File: config.mk
export PLATFORM = sky130hd
export DESIGN_NAME = cmm_ram
export DESIGN_NICKNAME = d
export VERILOG_FILES = /design/src/hdl/cmm_ram.sv
export SDC_FILE = /design/constraint.sdc
export NUM_CORES = 2
export LEC_CHECK = 0
export BUFFER_PORTS_ARGS = -buffer_cell sky130_fd_sc_hd__buf_2
export CORE_ASPECT_RATIO = 0.7
export CORE_UTILIZATION = 40
export CTS_CLUSTER_SIZE = 25
export DETAILED_ROUTE_END_ITERATION = 8
export GPL_TIMING_DRIVEN = 0
export PLACE_DENSITY = 0.62
export RECOVER_POWER = 50
export SLEW_MARGIN = 15
export SYNTH_ARGS = -nofsm -noshare
export SYNTH_HDL_FRONTEND = slang
export SYNTH_SLANG_ARGS = --single-unit
File: constraint.sdc
create_clock -name clk -period 2.8 [get_ports clk]
set_input_delay 0.28 -clock clk [delete_from_list [all_inputs] [get_ports clk]]
set_output_delay 0.28 -clock clk [all_outputs]
set_load 0.02 [all_outputs]
File: src/hdl/cmm_ram.sv
// Generic single-port-write, single-port-read RAM with registered read data.
module cmm_ram #(
	parameter int WIDTH = 8,
	parameter int DEPTH = 256
) (
	input  logic                     clk,
	input  logic                     we,
	input  logic [$clog2(DEPTH)-1:0] waddr,
	input  logic [WIDTH-1:0]         wdata,
	input  logic                     re,
	input  logic [$clog2(DEPTH)-1:0] raddr,
	output logic [WIDTH-1:0]         rdata
);

	logic [WIDTH-1:0] mem [DEPTH];

	always_ff @(posedge clk) begin
		if (we) begin
			mem[waddr] <= wdata;
		end
		if (re) begin
			rdata <= mem[raddr];
		end
	end

endmodule

==> reports/qor.yml <==
setup_path:
  worstPathCellList: "buf_2 -> buf_6 -> buf_4 -> nand3b_1 -> clkbuf_4 -> o221ai_1 -> nor3_1 -> a21oi_1 -> a22oi_1 -> nor4_4"
  reg2reg_from: "mem[142][0]"
  slowest_delay_ns: 0.43
  arrival_ns: 3.59
  cp-endpoint: "rdata[6]"
  endpoint_kind: "flip-flop"
  critPathSlowestCell: "buf_4"
  r2r_slack_ns: -0.05
  crit_required_ns: 3.40
  crit_path_max_fanout: 10
  reg2reg_depth: 6
  r2r-end: "rdata[0]"
  cp-startpoint: "raddr[2]"
  critPathKind: "in2reg"
  start_kind: "input pin"
clock_tree:
  clkTransAtPathRegs_ns: 0.07
  cts_made_buffers: 188
  htree_levels: 4
  cts_tree: "built"
  clockRootBuffer: "clkbuf_16"
  clk_path_buf_depth: 4
  clock_sinks: 2056
  clk_latency_ns: 0.86
synthesis:
  ys_warn_count: 0
  syn_area_sq_mm: 0.0796
  async_flop_share_pct: 0
  synth_edf_count: 2056
  ys_seq_area_share_pct: 77.5
  synth-seq-cells: 2056
  netlist-cell-type-count: 54
  synth_flop_cell: "edfxtp_1"
  syn_avg_cell_area_sq_um: 21.3
  synth_nets: 3760
  syn-instance-count: 3733
drt:
  wl_microns: 246000
  num_vias: 42400
  drt_first_pass_iters: 9
  wire_per_inst_microns: 36.4
  ant_nets: 0
  drc: 0
  drt_iter0_drc: 7671
  viasPerCell: 6.28
layout:
  nNetsFinal: 4017
  multi_input_area_sq_mm: 0.0171
  seq_area_sq_mm: 0.0617
  fillerInstances: 16300
  layout_common_cells: "edfxtp_1 (2056), mux4_2 (454), nor2_1 (271), clkbuf_16 (190), mux2i_1 (134)"
  final_common_cell: "edfxtp_1"
  final_cells: 6753
  syn_to_final_growth_pct: 13.4
  finalInstanceArea_sq_mm: 0.0903
  drive_gt1_share_pct: 24.5
outcome:
  violations: "max-capacitance violations, max-slew violations, negative setup slack"
  outcome: "finished, violations left"
timing:
  rsz0062_at_grt: "yes"
  worst_slew_pin_slew_ns: 1.71
  drv_slew: 716
  post-route-min-period_ns: 2.99
  fmax_mhz: 334
  hold_viol_final: 0
  max-slew-margin-rel_pct: -14.3
  setup_violations: 8
  fin_skew_ns: 0.0308
  period_share_pct: 107
  tns_ns: -1.03
  setup_ws_ns: -0.190
die:
  core_sq_mm: 0.197
  die_x_microns: 535
  rows: 136
  die_y_microns: 375
  io_pins: 35
  die-area_sq_mm: 0.201
  start_util_pct: 40.4
pwr:
  p_leak_nw: 27.6
  peakVddDrop_uv: 607
  power_density_mw_per_mm2: 694
  p_total_mw: 62.7
place:
  placed_area_sq_mm: 0.0840
  hpwl_microns: 167000
  io_buffers: 27
  gp_congestion: 0.929
  place_inst: 6411
flow_run:
  cap_violations: 6
global_route:
  grt_pass1_wl_microns: 334000
  antenna_found_initial: 23
  grt_max_degree: 133
  overflow: 0
  track_usage_pct: 24.3
  grt_pass1_vias: 39900
hold_path:
  hp-class: "in2reg"
-- cells by family (layout without fill, tap and decap cells) --
kind of cell           Yosys count  count (layout)  share of synthesized area, %
DFF                           2056            2056                          77.5
buffers and inverters          235             625                          1.83
AOI/OAI and AO/OA              385             385                          3.42
and+or+nand+nor                466             466                          2.63
muxes                          591             591                          14.6
other                            0               8                             0
-- flip-flops by register name, indices dropped and copies added, names as in the netlist --
| register | flops |
|---|---|
| mem | 2048 |
| rdata | 8 |
-- synthesized netlist by cell type, types with 3 or more instances --
cell / n / share of area (%)
o22a_1: 5 / 0.055
nand3_1: 34 / 0.21
o32ai_1: 4 / 0.044
nor2_1: 282 / 1.3
nor2b_1: 31 / 0.24
buf_1: 22 / 0.10
nor3_1: 22 / 0.14
o221ai_1: 46 / 0.51
buf_4: 27 / 0.25
or2_2: 4 / 0.031
o21ai_0: 10 / 0.063
a22oi_1: 133 / 1.3
nand2_1: 33 / 0.16
mux2i_1: 134 / 1.7
buf_8: 13 / 0.25
a21oi_1: 96 / 0.60
nand2b_1: 8 / 0.063
buf_6: 21 / 0.30
a22o_1: 8 / 0.088
a221oi_1: 13 / 0.14
mux4_2: 454 / 13
nor4_1: 24 / 0.19
nand4_1: 10 / 0.079
nor4_2: 3 / 0.047
buf_2: 31 / 0.19
o211ai_1: 10 / 0.094
clkbuf_1: 111 / 0.52
buf_12: 8 / 0.20
o22ai_1: 28 / 0.22
a211oi_1: 16 / 0.15
and2_1: 6 / 0.047
edfxtp_1: 2056 / 78
-- worst min-delay path by stage --
stage,startpoint,slack (ns),to,cells after the start
global placement,re,0.61,rdata[2],1
floorplan,wdata[0],0.38,mem[0][0],0
detailed placement,wdata[3],0.52,mem[94][3],1
CTS,wdata[7],0.005,mem[123][7],1
finish,waddr[4],0.30,mem[250][6],3
global route,waddr[2],0.30,mem[206][0],3
-- layer usage --
layer	share of wire [%]	wire, microns	vias up	track usage (%)
met5	0.12	290	-	0.837
met4	3.2	7990	12	6.89
met3	15	37000	476	8.67
met2	41	101000	3142	33.0
met1	40	99500	22600	36.3
li1	-	-	16200	-
-- critical path, delay by kind of cell --
family / cells / cell delay (ns)
buf+inv: 4 / 1.47
compound gates: 3 / 0.94
simple gates: 3 / 0.86
-- cell type report --
cell class	instances	area share, %
antenna	8	0.0222
multi-input combinational	1442	18.9
clock inverter	85	0.819
inverter	2	0.0125
timing repair buffer	67	0.942
tap	2622	3.63
sequential	2056	68.3
buffer	233	1.86
clock buffer	238	5.46
-- through the flow --
step                hold slack (ns)  util [%]  worst slack, ns
global route                  0.300      45.8         -0.00102
global placement              0.614      42.1            -2.65
CTS                         0.00541      45.9         -0.00352
detailed placement            0.516      42.6            -2.22
finish                        0.304      45.8           -0.190
floorplan                     0.379         -            0.444
-- power breakdown --
group          switching, mW  internal (mW)  total (mW)
clock                   11.3           13.5        24.8
sequential            0.0180           33.9        34.0
combinational           2.68           1.18        3.86
total                   14.0           48.7        62.7
-- timing repair --
item / in CTS / in global routing
pin swaps: 4 / 8
buffers inserted: 2 / 0
endpoints found under the hold margin: 325 / 4
hold buffers: 8 / 1
endpoints found under the setup margin: 8 / 8
gates resized for setup: 163 / 61
No activity file was read; power rests on OpenSTA's default activity.
