File: config.mk
export PLATFORM = sky130hd
export DESIGN_NAME = cmm_result
export DESIGN_NICKNAME = d
export VERILOG_FILES = /design/src/hdl/cmm_pkg.sv /design/src/hdl/cmm_result.sv
export SDC_FILE = /design/constraint.sdc
export NUM_CORES = 1
export LEC_CHECK = 0
export BUFFER_PORTS_ARGS = -buffer_cell sky130_fd_sc_hd__buf_2
export CORE_MARGIN = 2
export CORE_UTILIZATION = 29
export DETAILED_ROUTE_END_ITERATION = 12
export GPL_TIMING_DRIVEN = 0
export PLACE_DENSITY_LB_ADDON = 0.15
export SYNTH_ARGS = -nofsm -noshare
export SYNTH_HDL_FRONTEND = slang
export SYNTH_SLANG_ARGS = --single-unit
File: constraint.sdc
create_clock -name vclk -period 1.5
set_input_delay 0.45 -clock vclk [all_inputs]
set_output_delay 0.45 -clock vclk [all_outputs]
set_load 0.02 [all_outputs]
File: src/hdl/cmm_pkg.sv
// Shared types, address map constants and sizes for the console memory map.
package cmm_pkg;

	localparam int ROM_BANK_BYTES  = 16384;
	localparam int ROM_OFS_W       = $clog2(ROM_BANK_BYTES);
	localparam int ROM_DEPTH       = 2 * ROM_BANK_BYTES;
	localparam int ROM_ADDR_W      = $clog2(ROM_DEPTH);
	localparam int FLAT_DEPTH      = 65536;
	localparam int FLAT_ADDR_W     = $clog2(FLAT_DEPTH);
	localparam int VRAM_BANK_DEPTH = 4096;
	localparam int VRAM_IDX_W      = $clog2(VRAM_BANK_DEPTH);
	localparam int HRAM_DEPTH      = 128;
	localparam int HRAM_ADDR_W     = $clog2(HRAM_DEPTH);

	localparam logic [15:0] ADDR_JOYP      = 16'hFF00;
	localparam logic [15:0] ADDR_DIV       = 16'hFF04;
	localparam logic [15:0] ADDR_TIMA      = 16'hFF05;
	localparam logic [15:0] ADDR_TMA       = 16'hFF06;
	localparam logic [15:0] ADDR_TAC       = 16'hFF07;
	localparam logic [15:0] ADDR_LCDC      = 16'hFF40;
	localparam logic [15:0] ADDR_SCY       = 16'hFF42;
	localparam logic [15:0] ADDR_SCX       = 16'hFF43;
	localparam logic [15:0] ADDR_LY        = 16'hFF44;
	localparam logic [15:0] ADDR_BOOT_OFF  = 16'hFF50;
	localparam logic [15:0] ADDR_HRAM_LO   = 16'hFF80;
	localparam logic [15:0] ADDR_HRAM_HI   = 16'hFFFE;
	localparam logic [15:0] ADDR_UNUSED_LO = 16'hFEA0;
	localparam logic [15:0] ADDR_UNUSED_HI = 16'hFEFF;
	localparam logic [15:0] ADDR_ECHO_LO   = 16'hE000;
	localparam logic [15:0] ADDR_ECHO_END  = 16'hFE00;
	localparam logic [15:0] ECHO_OFFSET    = 16'h2000;
	localparam logic [15:0] ADDR_VRAM_LO   = 16'h8000;
	localparam logic [15:0] ADDR_VRAM_HI   = 16'h9FFF;
	localparam logic [15:0] ADDR_TILE_HI   = 16'h97FF;
	localparam logic [15:0] ADDR_BOOT_END  = 16'h0100;
	localparam logic [15:0] ADDR_ROM_END   = 16'h8000;

	localparam logic [1:0] JOYP_COL_ONE = 2'd1;
	localparam logic [1:0] JOYP_COL_TWO = 2'd2;

	typedef enum logic [1:0] {
		OP_READ     = 2'd0,
		OP_WRITE    = 2'd1,
		OP_LOAD_ROM = 2'd2,
		OP_LOAD_RAM = 2'd3
	} op_t;

	typedef enum logic [2:0] {
		SRC_ZERO,
		SRC_REG,
		SRC_VRAM,
		SRC_ROM,
		SRC_HIGH,
		SRC_FLAT
	} src_t;

	typedef struct packed {
		logic [1:0]  op;
		logic [15:0] address;
		logic [7:0]  data;
		logic        rom_bank;
		logic [7:0]  keys_group_one;
		logic [7:0]  keys_group_two;
		logic [7:0]  current_scanline;
		logic [7:0]  divider_value;
	} cmm_in_t;

	typedef struct packed {
		logic [7:0]  read_data;
		logic        access_fault;
		logic        tile_row_valid;
		logic [8:0]  tile_number;
		logic [2:0]  tile_row_number;
		logic [15:0] tile_pixels;
		logic        background_touched;
	} cmm_out_t;

	typedef struct packed {
		logic       hit;
		logic [7:0] data;
	} cmm_io_rd_t;

	typedef struct packed {
		logic                   flat_we;
		logic [FLAT_ADDR_W-1:0] flat_addr;
		logic                   rom_we;
		logic [ROM_ADDR_W-1:0]  rom_addr;
		logic                   vram_even_we;
		logic                   vram_odd_we;
		logic [VRAM_IDX_W-1:0]  vram_idx;
		logic                   high_we;
		logic [HRAM_ADDR_W-1:0] high_addr;
	} cmm_mem_t;

	typedef struct packed {
		src_t       src;
		logic       fault;
		logic [7:0] reg_byte;
		logic       odd;
		logic [7:0] data;
		logic       tile_valid;
		logic [8:0] tile_number;
		logic [2:0] tile_row;
		logic       bg_touched;
	} cmm_s1_t;

endpackage

File: src/hdl/cmm_result.sv
// Result formation: read data select and tile row pixel decode.
module cmm_result (
	input  cmm_pkg::cmm_s1_t  s1,
	input  logic [7:0]        flat_rd,
	input  logic [7:0]        rom_rd,
	input  logic [7:0]        vram_even_rd,
	input  logic [7:0]        vram_odd_rd,
	input  logic [7:0]        high_rd,
	output cmm_pkg::cmm_out_t res
);

	logic [7:0]  lo;
	logic [7:0]  hi;
	logic [15:0] px;

	always_comb begin
		lo = s1.odd ? vram_even_rd : s1.data;
		hi = s1.odd ? s1.data : vram_odd_rd;
		for (int x = 0; x < 8; x++) begin
			px[2*x]   = lo[7-x];
			px[2*x+1] = hi[7-x];
		end

		case (s1.src)
			cmm_pkg::SRC_REG:  res.read_data = s1.reg_byte;
			cmm_pkg::SRC_VRAM: res.read_data = s1.odd ? vram_odd_rd : vram_even_rd;
			cmm_pkg::SRC_ROM:  res.read_data = rom_rd;
			cmm_pkg::SRC_HIGH: res.read_data = high_rd;
			cmm_pkg::SRC_FLAT: res.read_data = flat_rd;
			default:           res.read_data = 8'd0;
		endcase

		res.access_fault       = s1.fault;
		res.tile_row_valid     = s1.tile_valid;
		res.tile_number        = s1.tile_valid ? s1.tile_number : 9'd0;
		res.tile_row_number    = s1.tile_valid ? s1.tile_row : 3'd0;
		res.tile_pixels        = s1.tile_valid ? px : 16'd0;
		res.background_touched = s1.bg_touched;
	end

endmodule

==> run summary <==
The flow ran to the end, but the final reports show violations. The checks that failed: setup timing. For the sum of net half-perimeters after detailed placement, the log shows 2507 um. In this run the cell area measured after placement is 1496 um2.

The number of nets in the synthesized netlist came out at 173. The max-slew violation total from the final report was 0; the diode insertion count for antenna repair was 0. The end-of-flow core utilization was 68.61%. The quantity of hold-fixing buffers added after cts was 0. The worst hold path belongs to the class input pin to primary output. The cell depth of the worst hold path was 2.

In the final layout, the share of cells above drive strength 1 is 78.24%. In this run the remaining antenna-violating nets after routing total 0. The total routed wirelength came out at 3210 um. The worst setup path is of the input pin to primary output kind. The run gives 1220 as the total via count in the routed design. The number of endpoints failing setup at the final stage is 23, and the height of the die is 56.43 um. The finished layout holds 247 standard cells, fillers aside. Leaving out fill and tap cells, the most frequent cells in the layout are buf_2, mux2i_1, buf_4. Entering global routing, the biggest net connects 12 pins. The length of the first detailed-routing pass in iterations was 4. Tracing the worst setup path back leads to its startpoint at s1[33]. The first routing iteration left 32 violations. The die boundary width is 56.43 um, and the post-route cell area is 1843 um2. The initial standard-cell utilization of the core is 29.67%. The first global-routing pass estimated 5043 um of wire. The worst-case headroom to the max-slew limit came out at 80.93%. Sequential cells placed in the final layout were counted as 0. The category of the worst setup path launch point is an input pin. The aggregate global-route resource usage came out at 18.61%. Compared with the post-synthesis result, the final layout area differs by 131.2%. Area of the placeable core: 2686 um2.

The floorplan has 19 rows. Timing would allow up to 557.1 MHz. During placement, the flow inserted port buffers numbering 110.

The most common cell after layout, fill and taps aside was buf_2. The worst hold path endpoint was res[0]. The distinct cell type count of the synthesized netlist came out at 18.

The die covers 3184 um2. The logs give -3485 ps for the post-route setup TNS and 114 for the number of placed I/O pins. Including well taps, the total number of placed cells is 239.

The maximum fanout count along the critical path is 5, and the minimum clock period after layout is 1795 ps. The mapped netlist covers 797.0 um2. The average vias per placed instance is 4.939, and the leakage power is 0.0009480 uW. After layout, the worst path uses 119.7% of the clock period. The per-instance average area after synthesis works out to 8.133 um2. In this run the most critical hold path is launched from s1[0].

For the worst setup path, the data required time is 1050 ps. For this run, design rule violations remaining after detail routing come to 0. For the clock buffer instance count of the final layout, the log shows 0. Synthesis handed over a netlist of 98 instances. The worst-case IR drop observed on VDD is 0.2293 mV. The worst-case setup margin in the final layout is -295.1 ps, and the count of warnings emitted by yosys is 0.

The power density relative to cell area is 333.7 nW/um2, and the number of nets at the end of the flow is 293. Arrival time reported for the critical path endpoint: 1350 ps. STA classifies the critical path endpoint as a primary output. The number of antenna violations at the first check in global routing was 0; the final estimated routing congestion in global placement was 0.7589. The sequential share of the synthesized area came out at 0%.

The transition time at the pin with the least slew margin came out at 278.0 ps. Registers take 0 um2. The wire length per cell is 13.00 um, and the overflow left after global routing is 0.

Max-cap violations in this run came to 0. The number of hold violations in the final report was 0; the via count of the first global-routing pass was 1197. Setup repair after global routing could not meet its margin everywhere.
[synth_stat cells, types with 3 or more instances]
library cell,n,area share [%]
buf_4,6,5.7
nor2b_1,16,13
o221ai_1,5,5.5
nand3b_1,3,2.8
a22oi_1,10,9.4
mux2_4,3,5.7
a32oi_1,3,3.3
and2_1,12,9.4
o211ai_1,3,2.8
mux2i_1,24,30
buf_6,3,4.2
[per-layer routing]
metal / vias to the layer above / share of wire (%) / wire [um] / track usage [%]
li1: 606 / - / - / -
met1: 542 / 35 / 1137 / 20.42
met2: 72 / 56 / 1795 / 38.87
met3: 0 / 8.6 / 277 / 2.074
met4: 0 / 0 / 0 / 0.6803
met5: - / 0 / 0 / 0
[area by class of cell]
class / instances / area (um2)
Multi-Input combinational cell: 86 / 857.1
Timing Repair Buffer: 118 / 789.5
Buffer: 11 / 153.9
Tap cell: 31 / 38.79
Inverter: 1 / 3.754
Fill cell: 214 / 843.3
[timing repair]
item / CTS / global route
endpoints found under the setup margin: 32 / 33
cloned: 2 / 0
buffers inserted: 7 / 0
resized for setup: 55 / 22
pin swaps: 4 / 4
[report_power, final]
part / switching [uW] / internal, uW
combinational: 282 / 333
sequential: 0 / 0
clock: 0 / 0
[critical path: stages]
cell and delay (ps):
buf_6 100, buf_8 120, and2b_2 250, a22oi_2 150, o221ai_2 110, buf_4 170
[kinds of logic after synthesis]
logic type | after synthesis | synth area share, %
buffers and inverters | 12 | 11.30
AO/OA/AOI/OAI | 21 | 21.04
multiplexers | 27 | 35.79
AND/OR/NAND/NOR | 38 | 31.87
[stage by stage]
stage | hold WS [ps] | total power [uW] | setup WS (ps)
global route | 1126 | 652.8 | -324.9
global placement | 1119 | 481.7 | -368.8
detailed placement | 1119 | 490.7 | -403.0
CTS | 1120 | 590.8 | -321.1
finish | 1118 | 615.0 | -295.1
floorplan | 1013 | 299.0 | -160.5
[how the worst max path moves through the flow]
stage	end	cells after the start
final	res[31]	6
after global routing	res[32]	6
after CTS	res[31]	6
after detailed placement	res[31]	6
after global placement	res[31]	6
after floorplan	res[36]	4
No activity file was read; power rests on OpenSTA's default activity.
