--- config.mk ---
export PLATFORM = sky130hd
export DESIGN_NAME = cmm_io_regs
export DESIGN_NICKNAME = d
export VERILOG_FILES = /design/src/hdl/cmm_pkg.sv /design/src/hdl/cmm_io_regs.sv
export SDC_FILE = /design/constraint.sdc
export NUM_CORES = 1
export LEC_CHECK = 0
export ABC_CLOCK_PERIOD_IN_PS = 3050
export BUFFER_PORTS_ARGS = -buffer_cell sky130_fd_sc_hd__buf_2
export CAP_MARGIN = 40
export CELL_PAD_IN_SITES_DETAIL_PLACEMENT = 2
export CELL_PAD_IN_SITES_GLOBAL_PLACEMENT = 2
export CORE_MARGIN = 2
export CORE_UTILIZATION = 36
export DETAILED_ROUTE_END_ITERATION = 7
export MAX_ROUTING_LAYER = met4
export PLACE_DENSITY = 0.85
export SYNTH_ARGS = -nofsm -noshare
export SYNTH_HDL_FRONTEND = slang
export SYNTH_SLANG_ARGS = --single-unit
--- constraint.sdc ---
create_clock -name clk -period 3.05 [get_ports clk]
set_clock_uncertainty 0.05 [all_clocks]
set_input_delay 0.1525 -clock clk [delete_from_list [all_inputs] [get_ports clk]]
set_output_delay 0.1525 -clock clk [all_outputs]
set_load 0.01 [all_outputs]
--- src/hdl/cmm_pkg.sv ---
// Shared types, address map constants and sizes for the console memory map.
package cmm_pkg;

	localparam int ROM_BANK_BYTES  = 16384;
	localparam int ROM_OFS_W       = $clog2(ROM_BANK_BYTES);
	localparam int ROM_DEPTH       = 2 * ROM_BANK_BYTES;
	localparam int ROM_ADDR_W      = $clog2(ROM_DEPTH);
	localparam int FLAT_DEPTH      = 65536;
	localparam int FLAT_ADDR_W     = $clog2(FLAT_DEPTH);
	localparam int VRAM_BANK_DEPTH = 4096;
	localparam int VRAM_IDX_W      = $clog2(VRAM_BANK_DEPTH);
	localparam int HRAM_DEPTH      = 128;
	localparam int HRAM_ADDR_W     = $clog2(HRAM_DEPTH);

	localparam logic [15:0] ADDR_JOYP      = 16'hFF00;
	localparam logic [15:0] ADDR_DIV       = 16'hFF04;
	localparam logic [15:0] ADDR_TIMA      = 16'hFF05;
	localparam logic [15:0] ADDR_TMA       = 16'hFF06;
	localparam logic [15:0] ADDR_TAC       = 16'hFF07;
	localparam logic [15:0] ADDR_LCDC      = 16'hFF40;
	localparam logic [15:0] ADDR_SCY       = 16'hFF42;
	localparam logic [15:0] ADDR_SCX       = 16'hFF43;
	localparam logic [15:0] ADDR_LY        = 16'hFF44;
	localparam logic [15:0] ADDR_BOOT_OFF  = 16'hFF50;
	localparam logic [15:0] ADDR_HRAM_LO   = 16'hFF80;
	localparam logic [15:0] ADDR_HRAM_HI   = 16'hFFFE;
	localparam logic [15:0] ADDR_UNUSED_LO = 16'hFEA0;
	localparam logic [15:0] ADDR_UNUSED_HI = 16'hFEFF;
	localparam logic [15:0] ADDR_ECHO_LO   = 16'hE000;
	localparam logic [15:0] ADDR_ECHO_END  = 16'hFE00;
	localparam logic [15:0] ECHO_OFFSET    = 16'h2000;
	localparam logic [15:0] ADDR_VRAM_LO   = 16'h8000;
	localparam logic [15:0] ADDR_VRAM_HI   = 16'h9FFF;
	localparam logic [15:0] ADDR_TILE_HI   = 16'h97FF;
	localparam logic [15:0] ADDR_BOOT_END  = 16'h0100;
	localparam logic [15:0] ADDR_ROM_END   = 16'h8000;

	localparam logic [1:0] JOYP_COL_ONE = 2'd1;
	localparam logic [1:0] JOYP_COL_TWO = 2'd2;

	typedef enum logic [1:0] {
		OP_READ     = 2'd0,
		OP_WRITE    = 2'd1,
		OP_LOAD_ROM = 2'd2,
		OP_LOAD_RAM = 2'd3
	} op_t;

	typedef enum logic [2:0] {
		SRC_ZERO,
		SRC_REG,
		SRC_VRAM,
		SRC_ROM,
		SRC_HIGH,
		SRC_FLAT
	} src_t;

	typedef struct packed {
		logic [1:0]  op;
		logic [15:0] address;
		logic [7:0]  data;
		logic        rom_bank;
		logic [7:0]  keys_group_one;
		logic [7:0]  keys_group_two;
		logic [7:0]  current_scanline;
		logic [7:0]  divider_value;
	} cmm_in_t;

	typedef struct packed {
		logic [7:0]  read_data;
		logic        access_fault;
		logic        tile_row_valid;
		logic [8:0]  tile_number;
		logic [2:0]  tile_row_number;
		logic [15:0] tile_pixels;
		logic        background_touched;
	} cmm_out_t;

	typedef struct packed {
		logic       hit;
		logic [7:0] data;
	} cmm_io_rd_t;

	typedef struct packed {
		logic                   flat_we;
		logic [FLAT_ADDR_W-1:0] flat_addr;
		logic                   rom_we;
		logic [ROM_ADDR_W-1:0]  rom_addr;
		logic                   vram_even_we;
		logic                   vram_odd_we;
		logic [VRAM_IDX_W-1:0]  vram_idx;
		logic                   high_we;
		logic [HRAM_ADDR_W-1:0] high_addr;
	} cmm_mem_t;

	typedef struct packed {
		src_t       src;
		logic       fault;
		logic [7:0] reg_byte;
		logic       odd;
		logic [7:0] data;
		logic       tile_valid;
		logic [8:0] tile_number;
		logic [2:0] tile_row;
		logic       bg_touched;
	} cmm_s1_t;

endpackage

--- src/hdl/cmm_io_regs.sv ---
// I/O register file: joypad select, scroll, LCD control, timer and boot overlay.
module cmm_io_regs (
	input  logic                clk,
	input  logic                arst_n,
	input  logic                accept,
	input  cmm_pkg::cmm_in_t    item,
	output logic                boot_off,
	output cmm_pkg::cmm_io_rd_t io_rd
);

	logic       boot_off_q;
	logic [1:0] joyp_col_q;
	logic [7:0] scy_q;
	logic [7:0] scx_q;
	logic [7:0] lcdc_q;
	logic [7:0] tima_q;
	logic [7:0] tma_q;
	logic [2:0] tac_q;
	logic       wr;

	assign wr       = accept && (cmm_pkg::op_t'(item.op) == cmm_pkg::OP_WRITE);
	assign boot_off = boot_off_q;

	always_ff @(posedge clk or negedge arst_n) begin
		if (!arst_n) begin
			boot_off_q <= 1'b0;
			joyp_col_q <= 2'd0;
			scy_q      <= 8'd0;
			scx_q      <= 8'd0;
			lcdc_q     <= 8'd0;
			tima_q     <= 8'd0;
			tma_q      <= 8'd0;
			tac_q      <= 3'd0;
		end else if (wr) begin
			case (item.address)
				cmm_pkg::ADDR_JOYP:     joyp_col_q <= item.data[5:4];
				cmm_pkg::ADDR_BOOT_OFF: boot_off_q <= 1'b1;
				cmm_pkg::ADDR_SCY:      scy_q      <= item.data;
				cmm_pkg::ADDR_SCX:      scx_q      <= item.data;
				cmm_pkg::ADDR_LCDC:     lcdc_q     <= item.data;
				cmm_pkg::ADDR_TIMA:     tima_q     <= item.data;
				cmm_pkg::ADDR_TMA:      tma_q      <= item.data;
				cmm_pkg::ADDR_TAC:      tac_q      <= item.data[2:0];
				default: ;
			endcase
		end
	end

	always_comb begin
		io_rd.hit  = 1'b1;
		io_rd.data = 8'd0;
		case (item.address)
			cmm_pkg::ADDR_JOYP: begin
				if (joyp_col_q == cmm_pkg::JOYP_COL_ONE) begin
					io_rd.data = item.keys_group_one;
				end else if (joyp_col_q == cmm_pkg::JOYP_COL_TWO) begin
					io_rd.data = item.keys_group_two;
				end
			end
			cmm_pkg::ADDR_SCY:  io_rd.data = scy_q;
			cmm_pkg::ADDR_SCX:  io_rd.data = scx_q;
			cmm_pkg::ADDR_LCDC: io_rd.data = lcdc_q;
			cmm_pkg::ADDR_LY:   io_rd.data = item.current_scanline;
			cmm_pkg::ADDR_DIV:  io_rd.data = item.divider_value;
			cmm_pkg::ADDR_TIMA: io_rd.data = tima_q;
			cmm_pkg::ADDR_TMA:  io_rd.data = tma_q;
			cmm_pkg::ADDR_TAC:  io_rd.data = {5'd0, tac_q};
			default:            io_rd.hit  = 1'b0;
		endcase
	end

endmodule

==> impl_metrics.toml <==
[synth]
muxShareOfSynthArea_pct = 26.6
syn_area_um2 = 2640
ys_warn_count = 0
syn_nets = 278
ys_async_sr_fraction_pct = 100
ys_types = 48
synthesis.instances = 216
postSynthAreaPerCell_um2 = 12.2
synthXorXnorAreaFrac_pct = 0
synth_top_family_by_area = "multiplexers"
yosys.area_share.simple_pct = 15.1
synth_area_leaders = "dfrtp_1 (44%), mux2_2 (19%), mux2i_1 (5.3%)"
synth_edf_count = 0
yosys.area.top_type_share_pct = 43.5
ys_ff_latch = 46
synth_compound_area_share_pct = 12.5
yosys.area.top_type = "dfrtp_1"
synthAdderAreaFrac_pct = 0
synth_ff_type = "dfrtp_1"
yosysSeqAreaShare_pct = 43.5

[timing]
finalHoldViolations = 0
slew_violations = 0
post-route-min-period_ns = 2.49
fmaxAchievable_mhz = 401
max_slew_margin_pct = 42.6
worst_pin_slew_ns = 0.839
rsz0062_at_grt = "false"
setup_violations = 0
setup_tns_ns = 0
fin_crit_sh_pct = 81.8
setup_ws_ns = 0.556

[cts]
clk_path_buf_depth = 2
clock_latency_ns = 0.30
cts.clk_slew.worst_paths_ns = 0.09
cts_resized = 0
cts.sinks = 46
cts_max_level = 2
cts_setup_buffers = 0
clockRootBuffer = "clkbuf_8"
cts_tree = "built"
cts_made_buffers = 5
ctsHoldBuffers = 1

[power]
p_leak_nw = 1.58
p_per_area_nw_per_um2 = 367
vdd_drop_max_mv = 0.136

[drt]
wl_per_cell_um = 22.9
vias_per_cell = 5.78
first_pass_iters = 4
totalWireLength_um = 8850
ant_nets = 0
drt_iter0_drc = 78
drc = 0
vias = 2236

[floorplan]
core_region_area_um2 = 7180
rows = 31
start_util_pct = 36.8
fp.dieH_um = 89.7
chipWidth_um = 89.7
dieArea_um2 = 8050
io_pins = 72

[layout]
nets = 349
fillers = 754
finalNonFillerCells = 387
multiInputGateArea_um2 = 1440
layout-drive-gt1-share_pct = 50.0
final_cell_mix = "buf_2 (70), dfrtp_1 (46), mux2_2 (45)"
syn_to_final_growth_pct = 22.5
antenna_cells = 0
final-seq-area_um2 = 1150
final_common_cell = "buf_2"

[hold_path]
hold_path_class = "primary input to register"
whs_path_depth = 2

[worst_setup_path]
crit_slowest_cell = "a2111oi_0"
path_depth = 5
critPathBufInv = 1
critPathLaunchType = "register"
end_kind = "output port"
critPathArrivalTime_ns = 2.29
crit_top_cell = "a2111oi_0"
cp_max_fo = 5
path_class = "register to output port"
reg2reg_depth = 1
slowest_delay_ns = 0.79
cpLargestDelayFamily = "compound AO/OA/AOI/OAI gates"
crit_required_ns = 2.85
path_cells = "nand3b_1, a2111oi_0, a2111oi_0, o22ai_1, buf_2"

[global_route]
grt_pass1_wl_um = 13300
overflow = 0
grt_pass1_vias = 2480
antenna_found_initial = 0
grt_max_degree = 28
track_usage_pct = 23.4

[placed_design]
place_inst = 378
hpwl_um = 6160
port_buffers = 70
post-place-ws_ns = 0.793
place.gp.congestion = 0.753

[job]
maxCapViolations = 0

[run_status]
status = "finished clean"
power breakdown:
| part | switching, mW | internal, mW | leakage [nW] |
|---|---|---|---|
| clock | 0.209 | 0.245 | 0.0524 |
| sequential | 0.0000340 | 0.609 | 0.643 |
| combinational | 0.0728 | 0.0516 | 0.883 |
registers in the layout (all words and copies together), names as in the netlist:
register    cells
boot_off        1
joyp_col_q      2
lcdc_q          8
scx_q           8
scy_q           8
tac_q           3
tima_q          8
tma_q           8
worst paths after layout:
kind	start	endpoint	slack, ns
min in group asynchronous	arst_n	tma_q[5]	0.29
hold reg to reg	boot_off	boot_off	0.44
hold / removal	item[36]	tma_q[3]	0.1
setup reg to reg	joyp_col_q[0]	joyp_col_q[0]	2.15
setup / recovery	joyp_col_q[1]	io_rd[0]	0.56
max in group asynchronous	arst_n	lcdc_q[2]	2.14
layer usage:
layer	wire length, um	track usage (%)	share of wire (%)	vias up
met1	3670	27.6	42	1174
met5	0	-	0	-
met3	399	4.30	4.5	12
met4	140	7.19	1.6	0
met2	4640	40.6	52	60
li1	-	-	-	990
cell usage after synthesis (all sizes together), types with 2 or more instances:
| library cell | number |
|---|---|
| o2bb2ai | 7 |
| a22o | 7 |
| nand3b | 4 |
| nor4b | 3 |
| o221ai | 5 |
| dfrtp | 46 |
| nand4bb | 2 |
| nand4 | 3 |
| mux2i | 14 |
| nand2 | 6 |
| nor3 | 2 |
| nor2b | 3 |
| nor3b | 2 |
| nand3 | 10 |
| mux2 | 46 |
| a22oi | 6 |
| nor4 | 3 |
| or4 | 2 |
| o21ai | 3 |
| buf | 8 |
| clkbuf | 5 |
| a21oi | 7 |
| mux4 | 2 |
| a2111oi | 2 |
| nor2 | 7 |
stage by stage:
step	util, %	area (um^2)	hold slack, ns	total power [mW]
6_report	45.1	3240	0.0984	1.19
5_1_grt	45.1	3240	0.104	1.22
4_1_cts	45.1	3240	0.0945	1.20
3_5_place_dp	43.5	3120	0.0987	0.745
3_3_place_gp	43.2	3100	0.327	0.737
2_1_floorplan	-	2640	-0.193	0.667
logic make-up after synthesis:
kind of cell | count (synthesis)
buffers and inverters | 13
AOI/OAI and AO/OA | 43
muxes | 62
DFF | 46
and+or+nand+nor | 52
cell type report:
class	count	share of cell area, %
repair buffers	77	12.9
clock inverters	1	0.927
multi-input cells	157	44.4
clock buffers	7	2.36
well taps	99	3.83
flip-flops and latches	46	35.5
(Power assumes the default switching activity.)
