==> config.mk <==
export PLATFORM = sky130hd
export DESIGN_NAME = cmm_decode
export DESIGN_NICKNAME = d
export VERILOG_FILES = /design/src/hdl/cmm_pkg.sv /design/src/hdl/cmm_decode.sv
export SDC_FILE = /design/constraint.sdc
export NUM_CORES = 1
export LEC_CHECK = 0
export CAP_MARGIN = 10
export CORE_AREA = 2 2 61 63
export DETAILED_ROUTE_END_ITERATION = 12
export DIE_AREA = 0 0 63 65
export DONT_BUFFER_PORTS = 1
export PLACE_DENSITY = 0.48
export SYNTH_ARGS = -nofsm -noshare
export SYNTH_HDL_FRONTEND = slang
export SYNTH_SLANG_ARGS = --single-unit
==> constraint.sdc <==
create_clock -name vclk -period 1.15
set_input_delay 0.0575 -clock vclk [all_inputs]
set_output_delay 0.0575 -clock vclk [all_outputs]
set_load 0.005 [all_outputs]
==> src/hdl/cmm_pkg.sv <==
// Shared types, address map constants and sizes for the console memory map.
package cmm_pkg;

	localparam int ROM_BANK_BYTES  = 16384;
	localparam int ROM_OFS_W       = $clog2(ROM_BANK_BYTES);
	localparam int ROM_DEPTH       = 2 * ROM_BANK_BYTES;
	localparam int ROM_ADDR_W      = $clog2(ROM_DEPTH);
	localparam int FLAT_DEPTH      = 65536;
	localparam int FLAT_ADDR_W     = $clog2(FLAT_DEPTH);
	localparam int VRAM_BANK_DEPTH = 4096;
	localparam int VRAM_IDX_W      = $clog2(VRAM_BANK_DEPTH);
	localparam int HRAM_DEPTH      = 128;
	localparam int HRAM_ADDR_W     = $clog2(HRAM_DEPTH);

	localparam logic [15:0] ADDR_JOYP      = 16'hFF00;
	localparam logic [15:0] ADDR_DIV       = 16'hFF04;
	localparam logic [15:0] ADDR_TIMA      = 16'hFF05;
	localparam logic [15:0] ADDR_TMA       = 16'hFF06;
	localparam logic [15:0] ADDR_TAC       = 16'hFF07;
	localparam logic [15:0] ADDR_LCDC      = 16'hFF40;
	localparam logic [15:0] ADDR_SCY       = 16'hFF42;
	localparam logic [15:0] ADDR_SCX       = 16'hFF43;
	localparam logic [15:0] ADDR_LY        = 16'hFF44;
	localparam logic [15:0] ADDR_BOOT_OFF  = 16'hFF50;
	localparam logic [15:0] ADDR_HRAM_LO   = 16'hFF80;
	localparam logic [15:0] ADDR_HRAM_HI   = 16'hFFFE;
	localparam logic [15:0] ADDR_UNUSED_LO = 16'hFEA0;
	localparam logic [15:0] ADDR_UNUSED_HI = 16'hFEFF;
	localparam logic [15:0] ADDR_ECHO_LO   = 16'hE000;
	localparam logic [15:0] ADDR_ECHO_END  = 16'hFE00;
	localparam logic [15:0] ECHO_OFFSET    = 16'h2000;
	localparam logic [15:0] ADDR_VRAM_LO   = 16'h8000;
	localparam logic [15:0] ADDR_VRAM_HI   = 16'h9FFF;
	localparam logic [15:0] ADDR_TILE_HI   = 16'h97FF;
	localparam logic [15:0] ADDR_BOOT_END  = 16'h0100;
	localparam logic [15:0] ADDR_ROM_END   = 16'h8000;

	localparam logic [1:0] JOYP_COL_ONE = 2'd1;
	localparam logic [1:0] JOYP_COL_TWO = 2'd2;

	typedef enum logic [1:0] {
		OP_READ     = 2'd0,
		OP_WRITE    = 2'd1,
		OP_LOAD_ROM = 2'd2,
		OP_LOAD_RAM = 2'd3
	} op_t;

	typedef enum logic [2:0] {
		SRC_ZERO,
		SRC_REG,
		SRC_VRAM,
		SRC_ROM,
		SRC_HIGH,
		SRC_FLAT
	} src_t;

	typedef struct packed {
		logic [1:0]  op;
		logic [15:0] address;
		logic [7:0]  data;
		logic        rom_bank;
		logic [7:0]  keys_group_one;
		logic [7:0]  keys_group_two;
		logic [7:0]  current_scanline;
		logic [7:0]  divider_value;
	} cmm_in_t;

	typedef struct packed {
		logic [7:0]  read_data;
		logic        access_fault;
		logic        tile_row_valid;
		logic [8:0]  tile_number;
		logic [2:0]  tile_row_number;
		logic [15:0] tile_pixels;
		logic        background_touched;
	} cmm_out_t;

	typedef struct packed {
		logic       hit;
		logic [7:0] data;
	} cmm_io_rd_t;

	typedef struct packed {
		logic                   flat_we;
		logic [FLAT_ADDR_W-1:0] flat_addr;
		logic                   rom_we;
		logic [ROM_ADDR_W-1:0]  rom_addr;
		logic                   vram_even_we;
		logic                   vram_odd_we;
		logic [VRAM_IDX_W-1:0]  vram_idx;
		logic                   high_we;
		logic [HRAM_ADDR_W-1:0] high_addr;
	} cmm_mem_t;

	typedef struct packed {
		src_t       src;
		logic       fault;
		logic [7:0] reg_byte;
		logic       odd;
		logic [7:0] data;
		logic       tile_valid;
		logic [8:0] tile_number;
		logic [2:0] tile_row;
		logic       bg_touched;
	} cmm_s1_t;

endpackage

==> src/hdl/cmm_decode.sv <==
// Address decode of one access into memory controls and first-stage fields.
module cmm_decode (
	input  cmm_pkg::cmm_in_t    item,
	input  logic                boot_off,
	input  logic                single_bank,
	input  cmm_pkg::cmm_io_rd_t io_rd,
	output cmm_pkg::cmm_mem_t   mem,
	output cmm_pkg::cmm_s1_t    s1
);

	cmm_pkg::op_t op;
	logic [15:0]  a;
	logic [15:0]  a2;
	logic         unused;
	logic         vram;
	logic         high;
	logic         wr;

	always_comb begin
		op     = cmm_pkg::op_t'(item.op);
		a      = item.address;
		a2     = (a >= cmm_pkg::ADDR_ECHO_LO && a < cmm_pkg::ADDR_ECHO_END) ?
		         a - cmm_pkg::ECHO_OFFSET : a;
		unused = a >= cmm_pkg::ADDR_UNUSED_LO && a <= cmm_pkg::ADDR_UNUSED_HI;
		vram   = a >= cmm_pkg::ADDR_VRAM_LO && a <= cmm_pkg::ADDR_VRAM_HI;
		high   = a >= cmm_pkg::ADDR_HRAM_LO && a <= cmm_pkg::ADDR_HRAM_HI;
		wr     = op == cmm_pkg::OP_WRITE;

		mem.flat_we      = (wr && !unused && !vram && !high) ||
		                   (op == cmm_pkg::OP_LOAD_RAM);
		mem.flat_addr    = (op == cmm_pkg::OP_LOAD_RAM) ? a : a2;
		mem.rom_we       = op == cmm_pkg::OP_LOAD_ROM;
		mem.rom_addr     = (op == cmm_pkg::OP_LOAD_ROM) ?
		                   {item.rom_bank, a[cmm_pkg::ROM_OFS_W-1:0]} :
		                   {a2[cmm_pkg::ROM_OFS_W] & ~single_bank,
		                    a2[cmm_pkg::ROM_OFS_W-1:0]};
		mem.vram_idx     = a[cmm_pkg::VRAM_IDX_W:1];
		mem.vram_even_we = wr && vram && !a[0];
		mem.vram_odd_we  = wr && vram && a[0];
		mem.high_we      = wr && high;
		mem.high_addr    = a[cmm_pkg::HRAM_ADDR_W-1:0];

		s1.fault    = 1'b0;
		s1.reg_byte = io_rd.data;
		if (op != cmm_pkg::OP_READ) begin
			s1.src = cmm_pkg::SRC_ZERO;
		end else if (io_rd.hit) begin
			s1.src = cmm_pkg::SRC_REG;
		end else if (unused) begin
			s1.src   = cmm_pkg::SRC_ZERO;
			s1.fault = 1'b1;
		end else if (vram) begin
			s1.src = cmm_pkg::SRC_VRAM;
		end else if (a2 < cmm_pkg::ADDR_BOOT_END && !boot_off) begin
			s1.src = cmm_pkg::SRC_FLAT;
		end else if (a2 < cmm_pkg::ADDR_ROM_END) begin
			s1.src = cmm_pkg::SRC_ROM;
		end else if (high) begin
			s1.src = cmm_pkg::SRC_HIGH;
		end else begin
			s1.src = cmm_pkg::SRC_FLAT;
		end

		s1.odd         = a[0];
		s1.data        = item.data;
		s1.tile_valid  = wr && vram && a <= cmm_pkg::ADDR_TILE_HI;
		s1.bg_touched  = wr && vram && a > cmm_pkg::ADDR_TILE_HI;
		s1.tile_number = a[12:4];
		s1.tile_row    = a[3:1];
	end

endmodule

==> flow_results.org, run 1 <==
** Floorplanning
- Chip Height :: 65 um
- For this configuration, the core starts out at a cell density of 27.8%.
- Horizontal die dimension :: 63 um
- Num ports :: 160
- Core ar. :: 3500 um2
- The die covers 4100 um2.
- The floorplan has 22 rows.

** Cells and area
- Commonest non-fill, non-tap cell in the layout :: nor2_1
- Final non-filler cell area :: 593 um2
- Once layout is complete, the cells apart from fillers number 117.
- 0 antenna diodes ended up in the layout.
- In the final layout, flip-flops and latches occupy 0 um2.
- # clk buffers :: 0
- In the final design database the tool counted 143 nets.
- The top cell types in the final layout, fill and taps aside, are 10 x nor2_1, 7 x nand2_1, 6 x buf_4.
- Synth-to-Final Area Change :: -39.0%
- Num sequential :: 0
- In the final layout, the share of cells above drive strength 1 is 31.9%.

** Global routing
- Pin count of the biggest net entering global routing :: 10
- The first global-routing pass estimated 2.95 mm of wire.
- Across every metal layer, demand over resource in global routing totals 8.86%.
- Via count of the first global-routing pass :: 535
- The initial antenna violation count came to 0.
- Met3 track utilization from global routing :: 3.13%
- For met2 alone, demand over resource in global routing was 15.3%.
- In the global route stage, met1 resource usage came out at 11.0%.
- For this run the aggregate overflow at the end of global routing stands at 0.
- The global routing stage identified its most utilized layer as met2.

** STA
- Relative max-transition margin :: 75.6%
- Derived from the worst setup path, the maximum achievable clock frequency is 0.814 GHz.
- For the pin with the worst max-slew slack, the measured transition is 0.362 ns.
- Final hold violation count :: 0
- Minimum clock period after layout :: 1.23 ns
- RSZ-0062 raised after global routing :: true
- Period Utilization, post-route :: 107%
- Smallest setup slack after layout :: -0.0787 ns
- Endpoints failing setup :: 3
- Worst hold slack across all endpoints :: 0.115 ns
- The number of slew-limit violations in the final report was 0.

** Critical path
- The worst setup path is captured at a primary output.
- STA classifies the critical path startpoint as a primary input.
- STA puts the critical path data arrival time at 1.17 ns.
- Along the worst path, the maximum fanout reaches 7.
- Buffers and inverters on the worst path :: 0
- In this design, the stage delay of the slowest critical-path cell is 0.53 ns.
- Worst Path Class, Setup :: primary input to primary output
- Counting buffers and inverters, the worst setup path is 3 cells deep.
- Worst Path Required :: 1.09 ns
- Among cell families on the critical path, the largest total delay comes from simple AND/OR/NAND/NOR gates.
- Cell-by-cell trace of the critical path :: or4_4 > o41ai_4 > nor3b_2
- Among all stages on the critical path, the largest delay is contributed by or4_4.

** Logic synthesis
- Post-Synthesis Net Count :: 211
- Portion of the post-synthesis area used by sequential elements :: 0%
- A synthesized cell averages 6.99 um2.
- Post-synth cell types :: 31
- Number of instances in the synthesized netlist :: 139
- The Yosys step of the flow raised 0 warnings.
- Syn Std Cell Area :: 972 um2

** Min path
- The worst hold path belongs to the class primary input to primary output.
- Count of cells along the worst hold path :: 0

** Place
- Gp weighted congestion :: 0.823
- Estimated wirelength of the detail-placed design :: 1.65 mm
- The placed instances occupy a cell area of 490 um2.
- Post-placement setup slack :: -0.146 ns
- Number of port buffers :: 0
- Instance count after placement with tap cells included :: 114

** Status
- The flow ran to the end, but the final reports show violations.
- Violated checks :: setup timing

** Detailed routing
- Average via count per standard cell :: 4.84
- Average wire per cell in the routed design :: 17.6 um
- Post-route DRC violation count :: 0
- Number of vias in the routed layout :: 566
- Count of nets left with antenna violations after detail routing :: 0
- The first TritonRoute pass finished after 4 iterations.
- The final layout contains routed wiring with a total length of 2.06 mm.
- Iter 0 DRT Violations :: 21

** Power
- IR analysis of the VDD net gives a maximum drop of 0.0000742 V.
- The analysis attributes to cell leakage a power of 0.212 nW.
- Power density over the cells :: 182 nW/um2
- Power comes to 0.000108 W.

** Run
- Max-cap violations :: 0
[routing by layer]
metal | share of wire [%] | wire, um | vias to the layer above
li1 | - | - | 257
met4 | 0.39 | 8 | 0
met1 | 41 | 844 | 246
met3 | 12 | 241 | 4
met2 | 47 | 961 | 59
met5 | 0 | 0 | -
[through the flow]
step / util, % / TNS (ns)
2_1_floorplan: - / 0
3_3_place_gp: 14.0 / -0.294
3_5_place_dp: 14.0 / -0.401
4_1_cts: 14.7 / -0.180
5_1_grt: 17.0 / -0.416
6_report: 17.0 / -0.150
[synth_stat cells, types with 3 or more instances]
cell / n / share of area, %
buf_4: 74 / 57
nor2_1: 11 / 4.2
nand2_1: 8 / 3.1
nor3_1: 5 / 2.6
inv_1: 4 / 1.5
a21oi_1: 3 / 1.5
a31oi_1: 3 / 1.9
nand3_1: 3 / 1.5
[cell families after synthesis]
family                     Yosys count  synth area share [%]
AOI/OAI and AO/OA                   15                  12.5
adders and majority gates            2                  2.57
buffers and inverters               80                  59.6
and+or+nand+nor                     42                  25.4
[power by group]
group	total, W	switching [W]	internal (W)
combinational	0.000108	0.0000568	0.0000514
sequential	0	0	0
clock	0	0	0
[final cells by class]
| type | instances | area, um2 |
|---|---|---|
| Multi-Input combinational cell | 59 | 473 |
| Fill cell | 404 | 2900 |
| Inverter | 4 | 15.0 |
| Timing Repair Buffer | 6 | 45.0 |
| Tap cell | 48 | 60.1 |
[what timing repair did]
item | in CTS | in global routing
setup endpoints to repair | 4 | 7
hold buffers | 0 | 0
resized for setup | 4 | 10
endpoints found under the hold margin | 0 | 0
buffers inserted | 0 | 3
pin swaps | 3 | 5
[worst paths after layout]
check / from / endpoint / slack [ns]
max: item[51] / s1[34] / -0.08
min: item[33] / s1[14] / 0.12
No activity file was read; power rests on OpenSTA's default activity.
==> run 2, diff against run 1 <==
==> config.mk (replaced) <==
export PLATFORM = sky130hd
export DESIGN_NAME = cmm_decode
export DESIGN_NICKNAME = d
export VERILOG_FILES = /design/src/hdl/cmm_pkg.sv /design/src/hdl/cmm_decode.sv
export SDC_FILE = /design/constraint.sdc
export NUM_CORES = 1
export LEC_CHECK = 0
export BUFFER_PORTS_ARGS = -buffer_cell sky130_fd_sc_hd__buf_4
export CAP_MARGIN = 10
export CORE_UTILIZATION = 27
export DETAILED_ROUTE_END_ITERATION = 12
export PLACE_DENSITY = 0.87
export SYNTH_ARGS = -nofsm -noshare
export SYNTH_HDL_FRONTEND = slang
export SYNTH_SLANG_ARGS = --single-unit
==> flow_results.org, run 2 (same netlist as run 1, synthesis figures left out) <==
** Power
- Comb power frac :: 100.0%
- Power Total :: 0.000546 W
- Switching part of the total power :: 41.1%
- In this run the power spent charging and discharging nets is 0.000225 W.
- The analysis attributes to cell leakage a power of 0.810 nW.
- Part of the total power dissipated in the clock network :: 0%
- The worst-case IR drop observed on VDD is 0.000181 V.
- The internal power of the cells totals 0.000321 W.
- Sequential share of power :: 0%
- In this run the power density over the cells is 339 nW/um2.

** Detailed routing
- Number of vias in the routed layout :: 1037
- Iter 0 DRT Violations :: 24
- In the routed design, unresolved DRC markers number 0.
- Average via count per standard cell :: 4.45
- First drt pass iteration count :: 4
- The count of nets left with antenna violations once routing finished came out at 0.
- The final layout contains routed wiring with a total length of 2.99 mm.
- Average wire per cell in the routed design :: 12.8 um

** Cells and area
- The repair_antennas step left the layout with diodes totalling 0.
- Fill cells in the final layout number 321.
- In the layout the commonest cells are 116 x buf_4, 9 x nor2_1, 7 x nand2_1.
- Synth-to-Final Area Change :: 65.6%
- Count of placed standard cells in the final layout, fillers left out :: 233
- In the finished design the tool counted flip-flops and latches totalling 0.
- Summing all non-filler instances in the final layout gives an area of 1610 um2.
- After layout, the clock buffer instance count stands at 0.
- Area of the multi-input gates :: 564 um2
- Fraction of layout instances using a drive strength above 1 :: 81.8%
- Commonest non-fill, non-tap cell in the layout :: buf_4
- At the end of the flow, the number of nets in the layout was 261.
- The sequential cells in the finished layout cover a total of 0 um2.

** Critical path
- Endpoint class of the critical path :: primary output
- The critical path in this run is classified as primary input to primary output.
- For the worst setup path, the data required time is 1.09 ns.
- Data arrival at the endpoint of the critical path :: 1.34 ns
- Critical-path maximum fanout :: 3
- Startpoint types :: primary input

** Global routing
- Leftover overflow at the end of global routing :: 0
- Entering global routing, the biggest net connects 10 pins.
- Overall track demand over capacity in global routing :: 15.1%
- The first global-routing pass estimated 4.37 mm of wire.
- The via count of the first global-routing pass was 876.
- The initial antenna violation count came to 0.

** Run
- Max-cap violations :: 0

** Floorplanning
- Area enclosed by the die boundary :: 3840 um2
- Number of placement rows :: 21
- Num ports :: 160
- The region available for standard cell placement spans 3390 um2.
- The floorplan step set the die height to 62.0 um.
- Effective utilization at floorplan :: 28.7%
- Horizontal die dimension :: 62.0 um

** STA
- Final count of pins violating max slew :: 0
- Smallest setup slack after layout :: -0.247 ns
- Setup violations remaining at the end of the flow were counted as 8.
- Headroom to the max-slew limit came out at 73.9%.
- For the pin with the worst max-slew slack, the measured transition is 0.391 ns.
- The number of hold violations in the final report was 0.
- Minimum clock period after layout :: 1.40 ns
- Hold timing on the final database bottoms out at a slack of 0.115 ns.
- Setup repair after global routing could not meet its margin everywhere.
- Maximum frequency from static timing analysis :: 0.716 GHz
- Period Utilization, post-route :: 121%

** Place
- Prior to clock tree synthesis, the placed netlist has a worst setup slack of -0.306 ns.
- Port buffering added 96 buffers.
- Placement Cell Area :: 1370 um2
- The wire-length estimate of the detail-placed layout is 2.26 mm.
- Instance count after placement with tap cells included :: 229
- At the end of routability-driven placement, the weighted congestion stood at 0.815.

** Min path
- Count of cells along the worst hold path :: 0
- The worst hold path begins at item[33].
- Min-delay worst type :: primary input to primary output
- The path with the worst hold slack has its endpoint at s1[14].

** Clocking
- The number of hold buffers added after CTS was 0.

** Status
- Result of the run :: complete, but fails checks
- The checks that failed: setup timing.
-- run 2: cell type report --
cell class | count | area share [%]
well taps | 46 | 3.57
multi-input cells | 59 | 35.0
repair buffers | 124 | 60.1
inverters | 4 | 1.24
-- run 2: power groups by stage --
stage | clock network (W) | registers, W | logic (W)
2_1_floorplan | 0 | 0 | 0.000283
3_3_place_gp | 0 | 0 | 0.000454
3_5_place_dp | 0 | 0 | 0.000461
4_1_cts | 0 | 0 | 0.000516
5_1_grt | 0 | 0 | 0.000598
6_report | 0 | 0 | 0.000546
-- run 2: repair_timing --
item	in CTS	in global routing
endpoints found under the setup margin	11	15
resized for setup	34	11
buffers inserted	3	1
pin swaps	15	6
-- run 2: how the worst max path moves through the flow --
stage | start | depth (start not counted) | slack (ns) | endpoint
final | item[54] | 7 | -0.25 | mem[54]
after global routing | boot_off | 5 | -0.30 | s1[34]
after CTS | boot_off | 5 | -0.26 | s1[34]
after detailed placement | item[54] | 7 | -0.31 | mem[54]
after global placement | item[54] | 7 | -0.30 | mem[54]
after floorplan | item[51] | 3 | 0.02 | s1[34]
-- run 2: critical path: stages --
cell and delay, ns:
buf_8 0.10, ha_4 0.14, and3b_2 0.25, a211oi_2 0.21, nor3_2 0.09, o41ai_2 0.32
buf_4 0.15
-- run 2: through the flow --
stage / setup TNS, ns / utilization (%)
final: -1.42 / 47.5
after global routing: -2.04 / 47.5
after CTS: -1.40 / 45.6
after detailed placement: -2.08 / 40.3
after global placement: -2.05 / 40.3
after floorplan: 0 / -
-- run 2: per-layer routing --
metal | up-vias | share of wire [%] | GRT usage, %
met1 | 474 | 38 | 18.3
met3 | 4 | 8.1 | 0.828
met4 | 0 | 0.30 | 0.952
li1 | 496 | - | -
met5 | - | 0 | 0
met2 | 63 | 53 | 30.1
